**src/sv/qai_pkg.sv**
```systemverilog
// Shared types, constants and the derivative term table for the attitude integrator.
// Depends on nothing; imported by the top level.
package qai_pkg;

	// 1.0 in the Q1.14 attitude format
	localparam int unsigned OneQ14 = 16384;
	// reset value of the time step, about 10 ms in units of 2^-16 s
	localparam logic [15:0] StepReset = 16'd655;
	// products in the derivative, square root iterations, quotient bits
	localparam int unsigned NumTerms = 12;
	localparam int unsigned SqrtSteps = 27;
	localparam int unsigned QuoBits = 16;

	// Component and rate indexes
	localparam logic [1:0] CompW = 2'd0;
	localparam logic [1:0] CompX = 2'd1;
	localparam logic [1:0] CompY = 2'd2;
	localparam logic [1:0] CompZ = 2'd3;
	localparam logic [1:0] RateX = 2'd0;
	localparam logic [1:0] RateY = 2'd1;
	localparam logic [1:0] RateZ = 2'd2;

	typedef enum logic [2:0] {
		ST_IDLE,
		ST_DERIV,
		ST_INC,
		ST_SQR,
		ST_CHK,
		ST_SQRT,
		ST_DIVL,
		ST_DIV
	} state_t;

	// One product of the quaternion-times-rate derivative
	typedef struct packed {
		logic [1:0] acc;
		logic [1:0] qi;
		logic [1:0] wi;
		logic       neg;
	} term_t;

	function automatic term_t deriv_term(input logic [3:0] k);
		term_t t;
		t = '{acc: CompW, qi: CompX, wi: RateX, neg: 1'b1};
		case (k)
			4'd0:  t = '{acc: CompW, qi: CompX, wi: RateX, neg: 1'b1};
			4'd1:  t = '{acc: CompW, qi: CompY, wi: RateY, neg: 1'b1};
			4'd2:  t = '{acc: CompW, qi: CompZ, wi: RateZ, neg: 1'b1};
			4'd3:  t = '{acc: CompX, qi: CompW, wi: RateX, neg: 1'b0};
			4'd4:  t = '{acc: CompX, qi: CompY, wi: RateZ, neg: 1'b0};
			4'd5:  t = '{acc: CompX, qi: CompZ, wi: RateY, neg: 1'b1};
			4'd6:  t = '{acc: CompY, qi: CompW, wi: RateY, neg: 1'b0};
			4'd7:  t = '{acc: CompY, qi: CompX, wi: RateZ, neg: 1'b1};
			4'd8:  t = '{acc: CompY, qi: CompZ, wi: RateX, neg: 1'b0};
			4'd9:  t = '{acc: CompZ, qi: CompW, wi: RateZ, neg: 1'b0};
			4'd10: t = '{acc: CompZ, qi: CompX, wi: RateY, neg: 1'b0};
			4'd11: t = '{acc: CompZ, qi: CompY, wi: RateX, neg: 1'b1};
			default: t = '{acc: CompW, qi: CompX, wi: RateX, neg: 1'b1};
		endcase
		return t;
	endfunction

endpackage

```
**src/sv/quaternion_attitude_integrator_top.sv**
```systemverilog
// Attitude quaternion integrator: Euler step of q' = 0.5*q*(0,w), then renormalize.
// One shared multiplier, a bit-serial square root and a restoring divider.
// Depends on qai_pkg.
// The held quaternion is registered onto the output when the item is accepted and
// appears in the cycle after. A new item waits until the shared units have finished
// the multiply/accumulate, increment, square, check, square root and divide steps.
// Reset: quaternion goes to identity (16384,0,0,0), step to 655, output empty.
module quaternion_attitude_integrator_top (
	input  logic               clk,
	input  logic               arst_n,
	input  logic               in_valid,
	output logic               in_stall,
	input  logic signed [15:0] rate_x,
	input  logic signed [15:0] rate_y,
	input  logic signed [15:0] rate_z,
	output logic               out_valid,
	input  logic               out_stall,
	output logic signed [15:0] quat_w,
	output logic signed [15:0] quat_x,
	output logic signed [15:0] quat_y,
	output logic signed [15:0] quat_z,
	input  logic               cfg_wr_en,
	input  logic [15:0]        cfg_wr_data
);
	import qai_pkg::*;

	state_t state_q, state_d;
	logic [4:0] cnt_q, cnt_d;
	logic       ph_q, ph_d;
	logic [1:0] idx_q;
	logic       in_acc;

	logic [15:0]        step_q;
	logic signed [15:0] q_q [4];
	logic signed [15:0] w_q [3];
	logic signed [31:0] s_q [4];
	logic signed [18:0] n_q [4];
	logic [37:0]        n2_q;
	logic [53:0]        v_q, root_q, bit_q;
	logic [40:0]        rem_q;
	logic [41:0]        dsh_q;
	logic [15:0]        quo_q;
	logic signed [50:0] mul_q;
	logic               out_valid_q;

	term_t              term;
	logic signed [31:0] mul_a;
	logic signed [18:0] mul_b;
	logic [50:0]        pmag, prnd;
	logic signed [18:0] r19, inc;
	logic [53:0]        sq_try;
	logic               sq_ge, dv_ge;
	logic [15:0]        quo_fin, quo_sat;
	logic signed [18:0] n_sel, n_mag;

	assign term   = deriv_term(cnt_q[3:0]);
	assign in_acc = in_valid && !in_stall;
	assign out_valid = out_valid_q;

	// Next state and handshake
	always_comb begin
		state_d  = state_q;
		cnt_d    = cnt_q;
		ph_d     = 1'b0;
		in_stall = 1'b1;
		case (state_q)
			ST_IDLE: begin
				in_stall = out_valid_q && out_stall;
				cnt_d    = '0;
				if (in_valid && !(out_valid_q && out_stall)) state_d = ST_DERIV;
			end
			ST_DERIV: begin
				ph_d = ~ph_q;
				if (ph_q) cnt_d = cnt_q + 5'd1;
				if (ph_q && cnt_q == 5'(NumTerms - 1)) begin
					state_d = ST_INC;
					cnt_d   = '0;
				end
			end
			ST_INC, ST_SQR: begin
				ph_d = ~ph_q;
				if (ph_q) cnt_d = cnt_q + 5'd1;
				if (ph_q && cnt_q == 5'd3) begin
					state_d = (state_q == ST_INC) ? ST_SQR : ST_CHK;
					cnt_d   = '0;
				end
			end
			ST_CHK: begin
				cnt_d   = '0;
				state_d = (n2_q == '0) ? ST_IDLE : ST_SQRT;
			end
			ST_SQRT: begin
				cnt_d = cnt_q + 5'd1;
				if (cnt_q == 5'(SqrtSteps - 1)) begin
					state_d = ST_DIVL;
					cnt_d   = '0;
				end
			end
			ST_DIVL: begin
				cnt_d   = '0;
				state_d = ST_DIV;
			end
			ST_DIV: begin
				cnt_d = cnt_q + 5'd1;
				if (cnt_q == 5'(QuoBits - 1)) begin
					cnt_d   = '0;
					state_d = (idx_q == CompZ) ? ST_IDLE : ST_DIVL;
				end
			end
			default: begin
				state_d = ST_IDLE;
			end
		endcase
	end

	// Shared multiplier operand select
	always_comb begin
		mul_a = 32'(q_q[term.qi]);
		mul_b = 19'(w_q[term.wi]);
		case (state_q)
			ST_INC: begin
				mul_a = s_q[cnt_q[1:0]];
				mul_b = signed'({3'b000, step_q});
			end
			ST_SQR: begin
				mul_a = 32'(n_q[cnt_q[1:0]]);
				mul_b = n_q[cnt_q[1:0]];
			end
			default: begin
				mul_a = 32'(q_q[term.qi]);
				mul_b = 19'(w_q[term.wi]);
			end
		endcase
	end

	// Increment: round product / 2^29 to nearest, ties away from zero
	always_comb begin
		pmag = mul_q[50] ? 51'(-mul_q) : 51'(mul_q);
		prnd = pmag + (51'(1) << 28);
		r19  = signed'({1'b0, prnd[46:29]});
		inc  = mul_q[50] ? -r19 : r19;
	end

	// Square root step and divide step
	always_comb begin
		sq_try  = root_q + bit_q;
		sq_ge   = v_q >= sq_try;
		dv_ge   = {1'b0, rem_q} >= dsh_q;
		quo_fin = {quo_q[14:0], dv_ge};
		quo_sat = (quo_fin > 16'(OneQ14)) ? 16'(OneQ14) : quo_fin;
		n_sel   = n_q[idx_q];
		n_mag   = n_sel[18] ? -n_sel : n_sel;
	end

	// Control registers
	always_ff @(posedge clk or negedge arst_n) begin
		if (!arst_n) begin
			state_q     <= ST_IDLE;
			cnt_q       <= '0;
			ph_q        <= 1'b0;
			idx_q       <= '0;
			step_q      <= StepReset;
			out_valid_q <= 1'b0;
			q_q[0]      <= 16'(OneQ14);
			q_q[1]      <= '0;
			q_q[2]      <= '0;
			q_q[3]      <= '0;
		end else begin
			state_q <= state_d;
			cnt_q   <= cnt_d;
			ph_q    <= ph_d;
			if (cfg_wr_en) step_q <= cfg_wr_data;
			// hold the result until taken, load a new one on accept
			if (in_acc) out_valid_q <= 1'b1;
			else if (!out_stall) out_valid_q <= 1'b0;
			if (state_q == ST_CHK) idx_q <= '0;
			if (state_q == ST_DIV && cnt_q == 5'(QuoBits - 1)) begin
				idx_q      <= idx_q + 2'd1;
				q_q[idx_q] <= n_sel[18] ? -signed'(quo_sat) : signed'(quo_sat);
			end
			// zero norm leaves an all-zero quaternion
			if (state_q == ST_CHK && n2_q == '0) begin
				q_q[0] <= '0;
				q_q[1] <= '0;
				q_q[2] <= '0;
				q_q[3] <= '0;
			end
		end
	end

	// Datapath registers
	always_ff @(posedge clk) begin
		mul_q <= mul_a * mul_b;
		if (in_acc) begin
			quat_w <= q_q[0];
			quat_x <= q_q[1];
			quat_y <= q_q[2];
			quat_z <= q_q[3];
			w_q[0] <= rate_x;
			w_q[1] <= rate_y;
			w_q[2] <= rate_z;
			for (int i = 0; i < 4; i++) s_q[i] <= '0;
			n2_q <= '0;
		end
		// accumulate the derivative sums
		if (state_q == ST_DERIV && ph_q) begin
			s_q[term.acc] <= term.neg ? s_q[term.acc] - mul_q[31:0]
				: s_q[term.acc] + mul_q[31:0];
		end
		// add rounded increment
		if (state_q == ST_INC && ph_q) n_q[cnt_q[1:0]] <= 19'(q_q[cnt_q[1:0]]) + inc;
		// sum of squares
		if (state_q == ST_SQR && ph_q) n2_q <= n2_q + mul_q[37:0];
		// start square root on (sum of squares) * 2^16
		if (state_q == ST_CHK) begin
			v_q    <= {n2_q, 16'b0};
			root_q <= '0;
			bit_q  <= 54'(1) << 52;
		end
		// one result bit per cycle
		if (state_q == ST_SQRT) begin
			if (sq_ge) begin
				v_q    <= v_q - sq_try;
				root_q <= (root_q >> 1) + bit_q;
			end else begin
				root_q <= root_q >> 1;
			end
			bit_q <= bit_q >> 2;
		end
		// load divider: |c| * 2^22 + norm/2 over norm
		if (state_q == ST_DIVL) begin
			rem_q <= {n_mag[17:0], 22'b0} + 41'(root_q[26:1]);
			dsh_q <= {root_q[26:0], 15'b0};
			quo_q <= '0;
		end
		if (state_q == ST_DIV) begin
			if (dv_ge) rem_q <= rem_q - dsh_q[40:0];
			dsh_q <= dsh_q >> 1;
			quo_q <= quo_fin;
		end
	end

	// Checks
	a_busy_stalls: assert property (@(posedge clk) disable iff (!arst_n)
		(state_q != ST_IDLE) |-> in_stall) else $error("input taken while busy");
	a_accept_starts: assert property (@(posedge clk) disable iff (!arst_n)
		in_acc |=> (state_q == ST_DERIV && out_valid_q)) else $error("accept did not start");
	a_sqrt_bound: assert property (@(posedge clk) disable iff (!arst_n)
		(state_q == ST_SQRT) |-> (cnt_q < 5'(SqrtSteps))) else $error("sqrt overrun");
	a_zero_norm: assert property (@(posedge clk) disable iff (!arst_n)
		(state_q == ST_CHK && n2_q == '0) |=> (q_q[0] == '0 && q_q[3] == '0))
		else $error("zero norm not kept");

endmodule
```
**config.mk**
```make
export PLATFORM = sky130hd
export DESIGN_NAME = quaternion_attitude_integrator_top
export DESIGN_NICKNAME = d
export VERILOG_FILES = /design/src/sv/qai_pkg.sv /design/src/sv/quaternion_attitude_integrator_top.sv
export SDC_FILE = /design/constraint.sdc
export NUM_CORES = 2
export LEC_CHECK = 0
export CAP_MARGIN = 20
export CORE_UTILIZATION = 60
export DETAILED_ROUTE_END_ITERATION = 10
export DONT_BUFFER_PORTS = 1
export GPL_TIMING_DRIVEN = 0
export PLACE_DENSITY = 0.79
export SLEW_MARGIN = 10
export SYNTH_ARGS = -nofsm -noshare
export SYNTH_HDL_FRONTEND = slang
export SYNTH_SLANG_ARGS = --single-unit
```
**constraint.sdc**
```tcl
create_clock -name clk -period 10.6 [get_ports clk]
set_input_delay 3.18 -clock clk [delete_from_list [all_inputs] [get_ports clk]]
set_output_delay 3.18 -clock clk [all_outputs]
set_load 0.02 [all_outputs]
```
==> run metrics <==
mux cell area share after synthesis=4.88%; Post-Synthesis Cell Area=~67000 µm²; Synth Area in Adders=roughly 25%; crit path DAT=about 11 ns; Pleak=~31 nW; max cap viols=0; pin count of the biggest net entering global routing=93; Syn Inst Count=around 7k; Hold Path Origin=v_q[7]; Setup CP Type=reg2reg; met1 Usage GRT=49.7%; Final setup viols=0; Worst VDD drop=roughly 0.00012 V; simple-gate share of the synthesized area=roughly 16%; Critical Path Max Stage Delay=~0.65 ns; Design Area, Final=around 73000 µm²; Die Ht=337 µm; sequential share of the synthesized area=a little under 30%; Post-synth EDFFs=around 500; vias in the first global route=between 50k and 60k; worst-path maximum fanout=10; CP max stage cell=buf_1; top_reg_cell synth=edfxtp_1; final-report hold violation count=0; Slew @ Worst Pin=approximately 1.2 ns; Synth top area share=between 20% and 30%; synth unique cells=95; Hold Crit Depth=2; CP Launch Type=flop; Most common cell on crit path=fa_1; clock transition at the registers of the reported paths=approximately 0.070 ns; worst skew pair latency=0.67 ns; Syn Area/Cell=about 9.4 µm²; status=complete, no violations; Yosys warnings=0; Port-buffer cells=0; min Tclk post-route=10.47 ns; initial antenna violation count=8; CTS hold repair buffers=0; Area after DPL=just under 70000 µm²; main combinational cell family by area after synthesis=adder cells; layout cells sized above 1=under 10%; clk buf depth=3; total CTS buffers=75; Area Overhead vs Synth=8.24%; Max Fclk=between 0.09 and 0.1 GHz; CTS Root Cell=clkbuf_16; Synth Area in XOR/XNOR=between 4 and 5%; Vias=around 56k; min-delay worst type=reg2reg; FF+latch count, synth=about 730; Reg2Reg Capture Point=mul_q[40]; first-pass iteration count of the detailed router=6; Detailed Place HPWL=~170000 µm; FFs w/ async S/R, synth=12.7%; remaining antenna violation count=0; clk sinks=around 730; crit path capture type=flop; critical path required time=11.18 ns; row count=between 100 and 150; Ports=approximately 140; worst reg-to-reg path cell count=34; worst clock skew=~0.035 ns; H-tree depth=3; Worst R2R Start=state_q[2]; gr busiest metal=met2; PD cells=79.5 nW/µm²; hold endpoint=v_q[7]; Die ar.=113000 µm²; Yosys top cell by area=edfxtp_1; Non-Filler Instances=~9k; effective utilization at floorplan=60.6%; r2r setup slk=roughly 0.13 ns; most frequent cells after synthesis=inv_1, nand2_1, fa_1; synth top area cells=edfxtp_1, fa_1, ha_1; Die Wd=roughly 340 µm; global-route usage over all layers=37.8%; compound-cell area share of the yosys netlist=13.3%; initial DRC count=about 6.4k; GR met3 Demand/Resource=9.04%; Post-Synthesis Net Count=8179; M2 GR Usage=57.8%; first-pass GRT wire length=between 300000 and 400000 µm; # DRC=0; Core Region=around 110000 µm²; total gr overflow=0; count leader, synth=inv_1; RD Place Congestion=between 1 and 1.5; Nets=just over 8k; Relative slew margins=about a fifth; Slew Limit Fails=0; via density per instance=~6.4; TritonCTS clock tree=built; dpl cells=~8.6k; routed wire length per instance=24.5 µm; Period Utilization, post-route=98.8%; Routed WL=between 200000 and 250000 µm
-- registers in the layout, indices dropped and copies added (netlist names) --
name,count
s_q,128
n_q,76
q_q,64
root_q,54
v_q,54
mul_q,48
w_q,48
dsh_q,42
rem_q,41
n2_q,38
bit_q,27
quat_w,16
quat_x,16
quat_y,16
quat_z,16
step_q,16
quo_q,15
cnt_q,5
state_q,3
idx_q,2
out_valid,1
ph_q,1
-- worst max-delay path by stage --
stage	startpoint	endpoint	slack (ns)	depth (start not counted)
floorplan	cnt_q[1]	mul_q[40]	0.05	39
global placement	cnt_q[1]	mul_q[50]	-4.05	36
global route	cnt_q[2]	mul_q[40]	-0.14	35
detailed placement	cnt_q[1]	mul_q[50]	-3.89	36
CTS	cnt_q[1]	mul_q[50]	0.03	39
finish	state_q[2]	mul_q[40]	0.13	34
-- per-stage QoR --
| stage | total power [mW] | util [%] | hold slack [ns] | worst slack [ns] | setup TNS [ns] |
|---|---|---|---|---|---|
| global placement | 3.08 | 62.3 | 0.445 | -4.05 | -113.83 |
| CTS | 5.77 | 65.4 | 0.466 | 0.0291 | 0 |
| floorplan | 3.07 | - | 0.435 | 0.0497 | 0 |
| finish | 5.78 | 65.6 | 0.465 | 0.130 | 0 |
| global route | 5.88 | 65.6 | 0.496 | -0.144 | -0.258 |
| detailed placement | 3.08 | 62.7 | 0.456 | -3.89 | -106.77 |
-- kinds of logic after synthesis --
| group | after synthesis |
|---|---|
| and+or+nand+nor | 2245 |
| AOI/OAI and AO/OA | 1393 |
| buffers and inverters | 1162 |
| adders and majority gates | 995 |
| DFF | 727 |
| xor gates and xnor gates | 373 |
| muxes | 220 |
-- metal layers --
metal / vias to the layer above / part of all wire, % / routed length [µm]
met4: 6 / 6.4 / 13700
met5: - / 0.036 / 78
met2: 3447 / 44 / 95200
met1: 27500 / 38 / 81000
met3: 705 / 12 / 25700
li1: 24600 / - / -
-- cell usage in the layout, fill, tap and decap left out, types with 19 or more instances in the layout --
cell,instances
inv_1,842
nand2_1,806
fa_1,595
nor2_1,594
edfxtp_1,490
ha_1,397
o21ai_0,326
a21oi_1,324
clkbuf_1,238
xnor2_1,211
xor2_1,161
dfxtp_1,145
nand3_1,135
and2_1,132
mux2i_1,128
a21o_1,124
a31oi_1,112
nor3_1,91
nor2b_1,90
nand2b_1,90
a211oi_1,90
mux4_2,85
dfrtp_1,83
clkbuf_16,79
and3_1,67
nand4_1,45
or3_1,45
clkbuf_2,44
nor4_1,41
o21bai_1,41
o21a_1,39
a22o_1,32
o31ai_1,32
buf_4,31
or2_2,24
a31o_2,24
buf_1,19
o41ai_1,19
-- area by class of cell --
class,count,area (µm²)
fillers,8858,38100
plain buffers,311,1350
clock buffers,103,2120
diodes,5,12.5
multi-input cells,5226,43100
repair buffers,55,674
flip-flops and latches,727,19900
clock inverters,37,408
well taps,1488,1860
inverters,846,3180
-- where the power goes --
part | switching, mW | internal (mW) | total (mW)
clock | 1.24 | 1.53 | 2.76
combinational | 0.00732 | 0.00303 | 0.0104
sequential | 0.00239 | 3.00 | 3.01
total | 1.25 | 4.53 | 5.78
-- timing repair --
action | in CTS | in global routing
buffers inserted | 13 | 6
pin swaps | 11 | 7
cloned | 0 | 1
gates resized for setup | 136 | 48
endpoints found under the setup margin | 43 | 17
-- worst max-delay path: cells and delay by family, from the launching register on --
kind	cells	cell delay (ns)
DFF	1	0.38
AOI/OAI and AO/OA	9	1.89
and+or+nand+nor	5	0.90
adders and majority gates	8	4.01
buffers and inverters	11	3.02
xor gates and xnor gates	1	0.16
Note: power is estimated with default switching activity, not from simulation.
